## config.mk

```make
export PLATFORM = sky130hd
export DESIGN_NAME = tick_priority_scheduler_flat
export DESIGN_NICKNAME = d
export VERILOG_FILES = /design/src/sv/tps_pkg.sv /design/src/sv/tps_req_if.sv /design/src/sv/tps_rsp_if.sv /design/src/sv/tps_cfg_if.sv /design/src/sv/tps_table.sv /design/src/sv/tick_priority_scheduler.sv /design/src/flat_wrapper.sv
export VERILOG_INCLUDE_DIRS = /design/src /design/src/sv
export SDC_FILE = /design/constraint.sdc
export NUM_CORES = 1
export LEC_CHECK = 0
export ABC_AREA = 1
export BUFFER_PORTS_ARGS = -buffer_cell sky130_fd_sc_hd__buf_2
export CAP_MARGIN = 5
export CORE_MARGIN = 4
export CORE_UTILIZATION = 64
export CTS_CLUSTER_SIZE = 24
export DETAILED_ROUTE_END_ITERATION = 6
export MAX_ROUTING_LAYER = met4
export PLACE_DENSITY = 0.84
export SYNTH_ARGS = -nofsm -noshare
export SYNTH_HDL_FRONTEND = slang
export SYNTH_HIERARCHICAL = 1
export SYNTH_SLANG_ARGS = --single-unit
```

## constraint.sdc

```tcl
create_clock -name clk -period 7.6 [get_ports clk]
set_input_delay 1.14 -clock clk [delete_from_list [all_inputs] [get_ports clk]]
set_output_delay 1.14 -clock clk [all_outputs]
set_load 0.005 [all_outputs]
```

## src/sv/assert_macros.svh

```systemverilog
// assertion helpers shared by the rtl
`ifndef ASSERT_MACROS_SVH
`define ASSERT_MACROS_SVH

`ifndef SYNTH

// condition must hold at every clock edge out of reset
`define ASSERT_ALWAYS(label, clk, rst_n, cond) \
	label: assert property (@(posedge clk) disable iff (!rst_n) (cond)) \
		else $error("assertion failed");

// property with an implication, checked out of reset
`define ASSERT_IMPLIES(label, clk, rst_n, prop) \
	label: assert property (@(posedge clk) disable iff (!rst_n) prop) \
		else $error("assertion failed");

`else

`define ASSERT_ALWAYS(label, clk, rst_n, cond)
`define ASSERT_IMPLIES(label, clk, rst_n, prop)

`endif

`endif

```

## src/sv/tps_pkg.sv

```systemverilog
`default_nettype none

package tps_pkg;

	localparam int NUM_PROCS   = 8;
	localparam int BUDGET_BITS = 8;
	localparam int PRIO_W      = 8;
	localparam int TICK_W      = 32;
	localparam int IDX_W       = $clog2(NUM_PROCS);
	localparam int CNT_W       = $clog2(NUM_PROCS + 1);

	typedef logic [IDX_W-1:0]       idx_t;
	typedef logic [BUDGET_BITS-1:0] budget_t;
	typedef logic [PRIO_W-1:0]      prio_t;
	typedef logic [CNT_W-1:0]       cnt_t;

	typedef enum logic [1:0] {
		ACT_TICK = 2'd0,
		ACT_FLAG = 2'd1,
		ACT_LOAD = 2'd2,
		ACT_NONE = 2'd3
	} action_t;

	typedef enum logic [2:0] {
		ST_IDLE,
		ST_TICK,
		ST_SCAN1,
		ST_RELOAD,
		ST_SCAN2,
		ST_OUT_RD,
		ST_FIN
	} state_t;

	// one table entry as stored in the memory
	typedef struct packed {
		prio_t   prio;
		budget_t budget;
	} entry_t;

	// one memory access, read port and write port
	typedef struct packed {
		logic   rd_en;
		idx_t   rd_addr;
		logic   wr_en;
		idx_t   wr_addr;
		entry_t wr_data;
	} mem_req_t;

	// budget loaded from a priority, masked to the budget width
	function automatic budget_t budget_of_prio(prio_t p);
		return BUDGET_BITS'(p);
	endfunction

endpackage

`default_nettype wire

```

## src/sv/tps_req_if.sv

```systemverilog
`default_nettype none

interface tps_req_if;
	logic       valid;
	logic       ready;
	logic [1:0] action;
	logic       nested;
	logic [2:0] proc_index;
	logic       blocked;
	logic [7:0] priority_value;

	modport source (output valid, action, nested, proc_index, blocked, priority_value,
		input ready);
	modport sink (input valid, action, nested, proc_index, blocked, priority_value,
		output ready);
endinterface

`default_nettype wire

```

## src/sv/tps_rsp_if.sv

```systemverilog
`default_nettype none

interface tps_rsp_if;
	logic        valid;
	logic        ready;
	logic [2:0]  current_proc;
	logic [7:0]  current_budget;
	logic [31:0] tick_count;
	logic        rescheduled;
	logic        none_runnable;

	modport source (output valid, current_proc, current_budget, tick_count, rescheduled,
		none_runnable, input ready);
	modport sink (input valid, current_proc, current_budget, tick_count, rescheduled,
		none_runnable, output ready);
endinterface

`default_nettype wire

```

## src/sv/tps_cfg_if.sv

```systemverilog
`default_nettype none

interface tps_cfg_if;
	logic        valid;
	logic        ready;
	logic [31:0] wrap_limit;

	modport source (output valid, wrap_limit, input ready);
	modport sink (input valid, wrap_limit, output ready);
endinterface

`default_nettype wire

```

## src/sv/tps_table.sv

```systemverilog
`default_nettype none

module tps_table (
	input  wire logic              clk,
	input  wire logic              arst_n,
	input  wire tps_pkg::mem_req_t mem_req,
	output tps_pkg::entry_t        rd_data
);
	import tps_pkg::*;

	entry_t               mem [NUM_PROCS];
	logic [NUM_PROCS-1:0] vld_q;
	entry_t               rd_raw_s1;
	logic                 rd_vld_s1;

	// storage and registered read port
	always_ff @(posedge clk) begin
		if (mem_req.wr_en) begin
			mem[mem_req.wr_addr] <= mem_req.wr_data;
		end
		if (mem_req.rd_en) begin
			rd_raw_s1 <= mem[mem_req.rd_addr];
		end
	end

	// per-entry valid bits, an unwritten entry reads as zero
	always_ff @(posedge clk or negedge arst_n) begin
		if (!arst_n) begin
			vld_q     <= '0;
			rd_vld_s1 <= 1'b0;
		end else begin
			if (mem_req.wr_en) begin
				vld_q[mem_req.wr_addr] <= 1'b1;
			end
			if (mem_req.rd_en) begin
				rd_vld_s1 <= vld_q[mem_req.rd_addr];
			end
		end
	end

	assign rd_data = rd_vld_s1 ? rd_raw_s1 : '0;

endmodule

`default_nettype wire

```

## src/sv/tick_priority_scheduler.sv

```systemverilog
// channel  dir  handshake          payload
// req      in   valid / ready      action, nested, proc_index, blocked, priority_value
// rsp      out  valid / ready      current_proc, current_budget, tick_count,
//                                  rescheduled, none_runnable
// cfg      in   valid / ready      wrap_limit
//
// flag, load and idle requests pass through OUT_RD and FIN; a tick reads its entry in TICK first.
// a selection sweeps the table memory once per pass; a full pick with reload and rescan
// makes three passes, SCAN1, RELOAD and SCAN2, before OUT_RD and FIN.
// the table memory has one read port and one write port.
// reset clears the tables through per-entry valid bits, no clearing pass needed.
// a result waits in the output register; the block holds its final state until that register is free.
`default_nettype none
`include "assert_macros.svh"

module tick_priority_scheduler (
	input wire logic  clk,
	input wire logic  arst_n,
	tps_req_if.sink   req,
	tps_rsp_if.source rsp,
	tps_cfg_if.sink   cfg
);
	import tps_pkg::*;

	state_t               state_q, state_d;
	idx_t                 cur_q;
	logic [TICK_W-1:0]    tick_q;
	logic [TICK_W-1:0]    max_q;
	logic                 nested_q;
	logic                 resched_q;
	logic                 none_q;
	cnt_t                 cnt_q;
	logic                 rd_s1;
	idx_t                 idx_s1;
	budget_t              best_q;
	idx_t                 pick_q;
	logic [NUM_PROCS-1:0] blocked_q;

	logic                 rsp_vld_q;
	logic [2:0]           rsp_proc_q;
	logic [7:0]           rsp_budget_q;
	logic [TICK_W-1:0]    rsp_tick_q;
	logic                 rsp_resched_q;
	logic                 rsp_none_q;

	mem_req_t             mem_req;
	entry_t               rd_data;

	logic                 accept;
	action_t              act;
	logic                 idx_ok;
	idx_t                 idx_in;
	logic                 in_sweep;
	logic                 issue;
	logic                 sweep_end;
	logic                 is_scan;
	budget_t              dec_b;
	logic [TICK_W:0]      tick_inc;
	logic [TICK_W-1:0]    tick_next;
	logic                 rsp_free;

	tps_table u_table (
		.clk     (clk),
		.arst_n  (arst_n),
		.mem_req (mem_req),
		.rd_data (rd_data)
	);

	// request decode
	assign req.ready = (state_q == ST_IDLE);
	assign accept    = req.valid && req.ready;
	assign act       = action_t'(req.action);
	assign idx_ok    = 32'(req.proc_index) < 32'(NUM_PROCS);
	assign idx_in    = req.proc_index[IDX_W-1:0];
	assign cfg.ready = 1'b1;

	// sweep control
	assign in_sweep  = (state_q == ST_SCAN1) || (state_q == ST_RELOAD)
		|| (state_q == ST_SCAN2);
	assign is_scan   = (state_q == ST_SCAN1) || (state_q == ST_SCAN2);
	assign issue     = in_sweep && (cnt_q < CNT_W'(NUM_PROCS));
	assign sweep_end = in_sweep && (cnt_q == CNT_W'(NUM_PROCS)) && !rd_s1;

	// datapath helpers
	assign dec_b     = (rd_data.budget != '0) ? rd_data.budget - 1'b1 : '0;
	assign tick_inc  = {1'b0, tick_q} + 1'b1;
	assign tick_next = (tick_inc >= {1'b0, max_q}) ? '0 : tick_inc[TICK_W-1:0];
	assign rsp_free  = !rsp_vld_q || rsp.ready;

	// next state and memory access
	always_comb begin
		state_d = state_q;
		mem_req = '0;
		case (state_q)
			ST_IDLE: begin
				if (accept) begin
					case (act)
						ACT_TICK: begin
							mem_req.rd_en   = 1'b1;
							mem_req.rd_addr = cur_q;
							state_d         = ST_TICK;
						end
						ACT_LOAD: begin
							mem_req.wr_en          = idx_ok;
							mem_req.wr_addr        = idx_in;
							mem_req.wr_data.prio   = req.priority_value;
							mem_req.wr_data.budget = budget_of_prio(req.priority_value);
							state_d                = ST_OUT_RD;
						end
						default: begin
							state_d = ST_OUT_RD;
						end
					endcase
				end
			end
			ST_TICK: begin
				mem_req.wr_en          = (rd_data.budget != '0);
				mem_req.wr_addr        = cur_q;
				mem_req.wr_data.prio   = rd_data.prio;
				mem_req.wr_data.budget = dec_b;
				state_d = (!nested_q && dec_b == '0) ? ST_SCAN1 : ST_OUT_RD;
			end
			ST_SCAN1, ST_RELOAD, ST_SCAN2: begin
				mem_req.rd_en   = issue;
				mem_req.rd_addr = cnt_q[IDX_W-1:0];
				if (state_q == ST_RELOAD && rd_s1 && !blocked_q[idx_s1]) begin
					mem_req.wr_en          = 1'b1;
					mem_req.wr_addr        = idx_s1;
					mem_req.wr_data.prio   = rd_data.prio;
					mem_req.wr_data.budget = budget_of_prio(rd_data.prio);
				end
				if (sweep_end) begin
					case (state_q)
						ST_SCAN1: state_d = (best_q != '0) ? ST_OUT_RD : ST_RELOAD;
						ST_RELOAD: state_d = ST_SCAN2;
						default: state_d = ST_OUT_RD;
					endcase
				end
			end
			ST_OUT_RD: begin
				mem_req.rd_en   = 1'b1;
				mem_req.rd_addr = cur_q;
				state_d         = ST_FIN;
			end
			ST_FIN: begin
				if (rsp_free) begin
					state_d = ST_IDLE;
				end
			end
			default: begin
				state_d = ST_IDLE;
			end
		endcase
	end

	// state register
	always_ff @(posedge clk or negedge arst_n) begin
		if (!arst_n) begin
			state_q <= ST_IDLE;
		end else begin
			state_q <= state_d;
		end
	end

	// scheduler control state
	always_ff @(posedge clk or negedge arst_n) begin
		if (!arst_n) begin
			cur_q     <= '0;
			tick_q    <= '0;
			max_q     <= '1;
			nested_q  <= 1'b0;
			resched_q <= 1'b0;
			none_q    <= 1'b0;
			cnt_q     <= '0;
			rd_s1     <= 1'b0;
			idx_s1    <= '0;
			best_q    <= '0;
			pick_q    <= '0;
			blocked_q <= '0;
		end else begin
			if (cfg.valid && cfg.ready) begin
				max_q <= cfg.wrap_limit;
			end
			if (accept) begin
				nested_q  <= req.nested;
				resched_q <= 1'b0;
				none_q    <= 1'b0;
				if (act == ACT_TICK) begin
					tick_q <= tick_next;
				end
				if (act == ACT_FLAG && idx_ok) begin
					blocked_q[idx_in] <= req.blocked;
				end
			end
			if (state_q == ST_TICK && state_d == ST_SCAN1) begin
				resched_q <= 1'b1;
			end
			// sweep counter and read pipeline
			rd_s1  <= issue;
			idx_s1 <= cnt_q[IDX_W-1:0];
			if (state_d != state_q) begin
				cnt_q  <= '0;
				best_q <= '0;
			end else begin
				if (issue) begin
					cnt_q <= cnt_q + 1'b1;
				end
				if (is_scan && rd_s1 && !blocked_q[idx_s1] && rd_data.budget > best_q) begin
					best_q <= rd_data.budget;
					pick_q <= idx_s1;
				end
			end
			// end of a scan pass
			if (sweep_end && is_scan) begin
				if (best_q != '0) begin
					cur_q <= pick_q;
				end else if (state_q == ST_SCAN2) begin
					none_q <= 1'b1;
				end
			end
		end
	end

	// output register valid
	always_ff @(posedge clk or negedge arst_n) begin
		if (!arst_n) begin
			rsp_vld_q <= 1'b0;
		end else if (state_q == ST_FIN && rsp_free) begin
			rsp_vld_q <= 1'b1;
		end else if (rsp.ready) begin
			rsp_vld_q <= 1'b0;
		end
	end

	// output register payload
	always_ff @(posedge clk) begin
		if (state_q == ST_FIN && rsp_free) begin
			rsp_proc_q    <= 3'(cur_q);
			rsp_budget_q  <= 8'(rd_data.budget);
			rsp_tick_q    <= tick_q;
			rsp_resched_q <= resched_q;
			rsp_none_q    <= none_q;
		end
	end

	assign rsp.valid          = rsp_vld_q;
	assign rsp.current_proc   = rsp_proc_q;
	assign rsp.current_budget = rsp_budget_q;
	assign rsp.tick_count     = rsp_tick_q;
	assign rsp.rescheduled    = rsp_resched_q;
	assign rsp.none_runnable  = rsp_none_q;

	// checks
	`ASSERT_ALWAYS(a_cur_range, clk, arst_n, 32'(cur_q) < 32'(NUM_PROCS))
	`ASSERT_ALWAYS(a_none_needs_resched, clk, arst_n, !(none_q && !resched_q))
	`ASSERT_ALWAYS(a_no_same_entry_rw, clk, arst_n,
		!(mem_req.rd_en && mem_req.wr_en && mem_req.rd_addr == mem_req.wr_addr))
	`ASSERT_IMPLIES(a_rsp_from_fin, clk, arst_n, $rose(rsp_vld_q) |-> $past(state_q == ST_FIN))

endmodule

`default_nettype wire

```

## src/flat_wrapper.sv

```systemverilog
// flat-port wrapper written by rule: the top's interface ports become plain ports
module tick_priority_scheduler_flat import tps_pkg::*;
  (clk, arst_n, req_valid, req_action, req_nested, req_proc_index, req_blocked, req_priority_value, req_ready, rsp_valid, rsp_current_proc, rsp_current_budget, rsp_tick_count, rsp_rescheduled, rsp_none_runnable, rsp_ready, cfg_valid, cfg_wrap_limit, cfg_ready);
  tps_req_if req_i ();
  tps_rsp_if rsp_i ();
  tps_cfg_if cfg_i ();
  input wire logic clk;
  input wire logic arst_n;
  input wire logic [$bits(req_i.valid)-1:0] req_valid;
  input wire logic [$bits(req_i.action)-1:0] req_action;
  input wire logic [$bits(req_i.nested)-1:0] req_nested;
  input wire logic [$bits(req_i.proc_index)-1:0] req_proc_index;
  input wire logic [$bits(req_i.blocked)-1:0] req_blocked;
  input wire logic [$bits(req_i.priority_value)-1:0] req_priority_value;
  output wire logic [$bits(req_i.ready)-1:0] req_ready;
  output wire logic [$bits(rsp_i.valid)-1:0] rsp_valid;
  output wire logic [$bits(rsp_i.current_proc)-1:0] rsp_current_proc;
  output wire logic [$bits(rsp_i.current_budget)-1:0] rsp_current_budget;
  output wire logic [$bits(rsp_i.tick_count)-1:0] rsp_tick_count;
  output wire logic [$bits(rsp_i.rescheduled)-1:0] rsp_rescheduled;
  output wire logic [$bits(rsp_i.none_runnable)-1:0] rsp_none_runnable;
  input wire logic [$bits(rsp_i.ready)-1:0] rsp_ready;
  input wire logic [$bits(cfg_i.valid)-1:0] cfg_valid;
  input wire logic [$bits(cfg_i.wrap_limit)-1:0] cfg_wrap_limit;
  output wire logic [$bits(cfg_i.ready)-1:0] cfg_ready;
  assign req_i.valid = req_valid;
  assign req_i.action = req_action;
  assign req_i.nested = req_nested;
  assign req_i.proc_index = req_proc_index;
  assign req_i.blocked = req_blocked;
  assign req_i.priority_value = req_priority_value;
  assign req_ready = req_i.ready;
  assign rsp_valid = rsp_i.valid;
  assign rsp_current_proc = rsp_i.current_proc;
  assign rsp_current_budget = rsp_i.current_budget;
  assign rsp_tick_count = rsp_i.tick_count;
  assign rsp_rescheduled = rsp_i.rescheduled;
  assign rsp_none_runnable = rsp_i.none_runnable;
  assign rsp_i.ready = rsp_ready;
  assign cfg_i.valid = cfg_valid;
  assign cfg_i.wrap_limit = cfg_wrap_limit;
  assign cfg_ready = cfg_i.ready;
  tick_priority_scheduler u_core (.clk(clk), .arst_n(arst_n), .req(req_i), .rsp(rsp_i), .cfg(cfg_i));
endmodule
```

### Word level (Yosys, flattened, before mapping)

Memory sizes are Yosys's and may differ from the RTL's. A register that Yosys moved wholly into a read port is not among the register bits.
Index checks and enable logic that the tools add are counted.
Widths: inputs -> output; s select.

* output and inout port bits: 48
* memory bits (writable): 128
* bits in registers: 155
* logic and storage cells: 124
* input bits: 52
* memories: 1

* equal/unequal tests: 11
* reduce and logical (&&, ||, !) cells: 37
* order comparisons: 9
* $add $sub $neg: 3
* bitwise gates (word level): 2
* multiplexer cells: 40

Memories
* u_core.u_table.mem: words 8, width 16, rd ports 1, clocked after Yosys merged registers in 1, write ports 1, line tps_table.sv:11 `entry_t mem [NUM_PROCS];`

Operator list (count)
* $pmux 20 s3: 1
* $mux 20: 2
* $add 32x1->33 const B: 1
* $ge 33x32->1: 1
* $mux 32: 1
* $mux 24: 1
* $mux 8: 3
* $mux 3: 6
* $lt 3x4->1 const B: 4
* $mux 16: 1
* $reduce_bool 8->1: 2
* $logic_and 1x1->1: 15
* $pmux 3 s5: 1
* $mux 1: 14
* $mux 4: 3
* $pmux 4 s3: 1
* $eq 3x2->1 const B: 3
* $eq 3x3->1 const B: 3
* $bwmux 8: 1
* $gt 8x8->1: 1
* $logic_not 8->1: 1
* $or 8x8->8: 1
* $reduce_and 2->1: 4
* $reduce_bool 2->1: 4
* 18 further kinds: 27

### Logic depth before layout (Yosys ltp)

* word-level depth: 11
* depth in mapped cells: 22
* mapped depth without buffers: 21

### Modules after synthesis

Netlist, hierarchy kept.

By module, submodules not included
* tick_priority_scheduler: instances 1, area an instance 8085.3 µm², cells an instance 930, sequential area each 3918.8 µm²
* tps_table: instances 1, area an instance 5999.5 µm², cells an instance 488, sequential area each 4549.4 µm²

### Worst setup path before layout

No wires, ideal clock.

* path kind: input-to-reg
* from: input rsp_ready
* to: register u_core.rsp_budget_q[0], in the netlist u_core/rsp.current_budget[0] (enable)
* arrival time: 3.080 ns
* library setup time: 0.448 ns
* slack: 4.072 ns
* cell stages on the path: 2
* data required time: 7.152 ns
* path buffers: 0
* cells stage by stage: nor2_1 -> nor2_1

* longest elaborated chain between the ends: 2

RTL lines
* start: declaration: line flat_wrapper.sv:22 `input wire logic [$bits(rsp_i.ready)-1:0] rsp_ready;`
* $logic_or 1x1->1: line tick_priority_scheduler.sv:88 `assign rsp_free = !rsp_vld_q || rsp.ready;`
* $logic_and 1x1->1: line tick_priority_scheduler.sv:237 `if (state_q == ST_FIN && rsp_free) begin`
* end signal: assignment: line tick_priority_scheduler.sv:239 `rsp_budget_q <= 8'(rd_data.budget);`
* end: declaration: line tick_priority_scheduler.sv:41 `logic [7:0] rsp_budget_q;`

Every way passes these cells.
A chain may end at the register's enable or synchronous reset.

### Worst setup path after layout

* from: register u_core.tick_q[0]
* to: register u_core.tick_q[29]

* longest elaborated chain between the ends: 3

RTL lines
* start: declaration: line tick_priority_scheduler.sv:27 `logic [TICK_W-1:0] tick_q;`
* start signal: assignment: line tick_priority_scheduler.sv:189 `tick_q <= tick_next;`
* $add 32x1->33 *: line tick_priority_scheduler.sv:86 `assign tick_inc = {1'b0, tick_q} + 1'b1;`
* $ge 33x32->1: line tick_priority_scheduler.sv:87 `assign tick_next = (tick_inc >= {1'b0, max_q}) ? '0 : tick_inc[TICK_W-1:0];`
* $mux 32 *: line tick_priority_scheduler.sv:87

Mark *: on every way between the ends. The rest lies on a longest branch, timed or not.

==> results.sh <==
export IMPL_rsz0062_at_grt="false"
export IMPL_area_growth_pct=12.8
export IMPL_grt_max_degree=70
export IMPL_cts_tree="yes"
export IMPL_setup_worst_path_end_class="flop"
export IMPL_slew_headroom_pct=28.6
export IMPL_clockBufferDepth=3
export IMPL_drc=0
export IMPL_p_per_area_mw_per_mm2=317
export IMPL_crit_arrival_ps=4900
export IMPL_dr_pass1_iters=6
export IMPL_share_comb_of_total_power_pct=26.0
export IMPL_syn_inst=1418
export IMPL_worst_pin_slew_ps=1070
export IMPL_cts_sinks=299
export IMPL_syn_nets=1515
export IMPL_fin_hold_ws_ps=456
export IMPL_die_x_um=156
export IMPL_die_area_mm2=0.0244
export IMPL_cap_violations=0
export IMPL_yosys_top_cells_count="nand2_1, edfxtp_1, nor2_1"
export IMPL_fin_crit_ps=4470
export IMPL_hold_class="reg2reg"
export IMPL_hold_buffers=0
export IMPL_synth_top_cell_by_area="edfxtp_1"
export IMPL_grt_pass1_wl_um=51700
export IMPL_dieHeight_um=156
export IMPL_ys_warnings_count=6
export IMPL_synth_edf_count=189
export IMPL_fin_skew_ps=18.4
export IMPL_antenna_cells=0
export IMPL_antenna_found_initial=0
export IMPL_insertion_delay_ps=560
export IMPL_cp_max_fo=32
export IMPL_drive_above_1_share_pct=16.7
export IMPL_internal_power_mw=3.35
export IMPL_synth_top_area_share_pct=40.3
export IMPL_outcome="completed"
export IMPL_timing_final_crit_share_pct=58.8
export IMPL_synth_seq_cells=299
export IMPL_syn_avg_cell_area_um2=9.93
export IMPL_io_pins=100
export IMPL_ys_async_sr_fraction_pct=36.8
export IMPL_yosysMostFrequentCell="nand2_1"
export IMPL_hold_viol=0
export IMPL_p_seq_share_pct=43.8
export IMPL_drv_slew=0
export IMPL_start_util_pct=64.7
export IMPL_vias_per_cell=5.79
export IMPL_power_net_switching_mw=1.68
export IMPL_rows=54
export IMPL_finalWirelength_um=32200
export IMPL_grt_overflow_total=0
export IMPL_first_global_vias=10267
export IMPL_cts_root_buf="clkbuf_16"
export IMPL_post_route_cell_area_mm2=0.0159
export IMPL_drt_initial_drc_count=857
export IMPL_p_leak_nw=6.88
export IMPL_dp_hpwl_um=20700
export IMPL_fmax_mhz=224
export IMPL_ant_nets=0
export IMPL_place_area_mm2=0.0148
export IMPL_gp_congestion=0.979
export IMPL_grt_usage_pct=27.2
export IMPL_power_mw=5.03
export IMPL_netlist_top_cells_area="edfxtp_1, dfrtp_1, nand2_1"
export IMPL_yosysSeqAreaShare_pct=60.1
export IMPL_syn_area_mm2=0.0141
export IMPL_core_mm2=0.0218
export IMPL_layout_nets=1613
export IMPL_peakVddDrop_v=0.000219
export IMPL_critPathLaunchType="flop"
export IMPL_seq_area_mm2=0.00847
export IMPL_fin_tns_setup_ps=0
export IMPL_crit_type="reg2reg"
export IMPL_clk_pin_slew_ps=60
export IMPL_htreeDepth=1
export IMPL_cts_setup_buffers=0
export IMPL_cts_buffers=30
export IMPL_setup_viol=0
export IMPL_fillers=1485
export IMPL_clockPowerShare_pct=30.1
export IMPL_avgRoutedWirePerCell_um=17.7
export IMPL_multi_input_area_mm2=0.00484
export IMPL_cts_resized=0
export IMPL_p_sw_share_pct=33.3
export IMPL_synth_flop_cell="edfxtp_1"
export IMPL_port_buffers=98
export IMPL_post_route_util_pct=73.0
export IMPL_yosys_cell_types_count=48
export IMPL_vias=10529
export IMPL_crit_required_ps=8040
[cell type report]
type,count,share of cell area [%]
sequential,299,53.3
multi-input combinational,918,30.5
clock buffer,42,5.65
timing repair buffer,112,3.76
inverter,155,3.66
tap,280,2.20
clock inverter,14,0.953
[power by group through the flow]
stage	Combinational, mW	Clock, mW	Sequential, mW
final	1.31	1.52	2.20
after global placement	1.21	0	2.22
after CTS	1.29	1.54	2.20
after floorplan	0.898	0	2.19
after detailed placement	1.27	0	2.23
after global routing	1.47	1.61	2.23
[critical path: stages (launching register included)]
cell	delay, ps
dfrtp_1	450
ha_1	200
nand2_1	60
inv_1	130
nand3b_4	150
nor2_1	200
nand3_1	220
nor2_2	210
nand2_1	120
nor2_1	150
xnor2_1	160
inv_1	90
ha_1	320
a21oi_1	170
o21ai_0	110
nand2_1	80
o211ai_1	80
nand2_1	70
nand2_1	60
nor2_1	120
nand3_2	740
o21ai_0	450
[routing by layer]
layer  share of wire (%)  track usage, %  routed length (µm)  vias to the layer above
met3                 7.7            3.24                2480                       79
met1                  39            34.4               12400                     5017
met2                  51            46.1               16500                      435
met4                 2.6            8.68                 851                        0
met5                   0               -                   0                        -
li1                    -               -                   -                     4998
[per-stage QoR]
step	worst slack, ps	std cells
2_1_floorplan	4070	1418
4_1_cts	3160	1820
3_3_place_gp	3340	1764
5_1_grt	2720	1820
6_report	3130	1820
3_5_place_dp	3190	1764
[worst paths after layout]
check,startpoint,to,slack (ps),depth (start not counted)
worst max-delay path,u_core/tick_q[0],u_core/tick_q[29],3130,21
worst min-delay path,u_core/u_table/vld_q[3],u_core/u_table/vld_q[3],460,2
worst max register to register,u_core/tick_q[0],u_core/tick_q[29],3130,21
worst min register to register,u_core/u_table/vld_q[3],u_core/u_table/vld_q[3],460,2
max in group asynchronous,arst_n,u_core/tick_q[10],5710,2
min in group asynchronous,arst_n,u_core/u_table/vld_q[6],620,1
[layout by cell type, fill, tap and decap left out, drive strengths merged, types with 10 or more instances in the layout]
cell type	Yosys	layout
a21oi	32	32
xor2	16	16
inv	153	154
nor2	159	159
dfstp	32	32
o21ai	181	181
nand2	320	320
nand3	45	45
ha	45	45
clkbuf	29	42
edfxtp	189	189
xnor2	13	13
nand4	30	30
dfrtp	78	78
nor3	15	15
buf	17	112
clkinv	2	10
o22ai	23	23
[sequential cells by signal, summed over array words and instances (netlist names), 16 cells and up]
register	flops
u_core/tick_q	32
u_core/u_table/rd_raw_s1	16
u_core/max_q	32
u_core/u_table/mem	128
u_core/rsp.tick_count	32
[logic make-up (layout without fill, tap and decap cells)]
logic type               count (synthesis)  after routing  synth area share (%)
AO/OA/AOI/OAI                          263            263                  10.9
AND/OR/NAND/NOR                        579            579                  17.3
flip-flops                             299            299                  60.1
buffers and inverters                  201            323                  5.79
multiplexers                             1              1                0.0799
other                                    1              1                0.0266
XOR/XNOR                                29             29                  1.80
adder cells (fa/ha/maj)                 45             45                  4.00
Note: power is estimated with default switching activity, not from simulation.
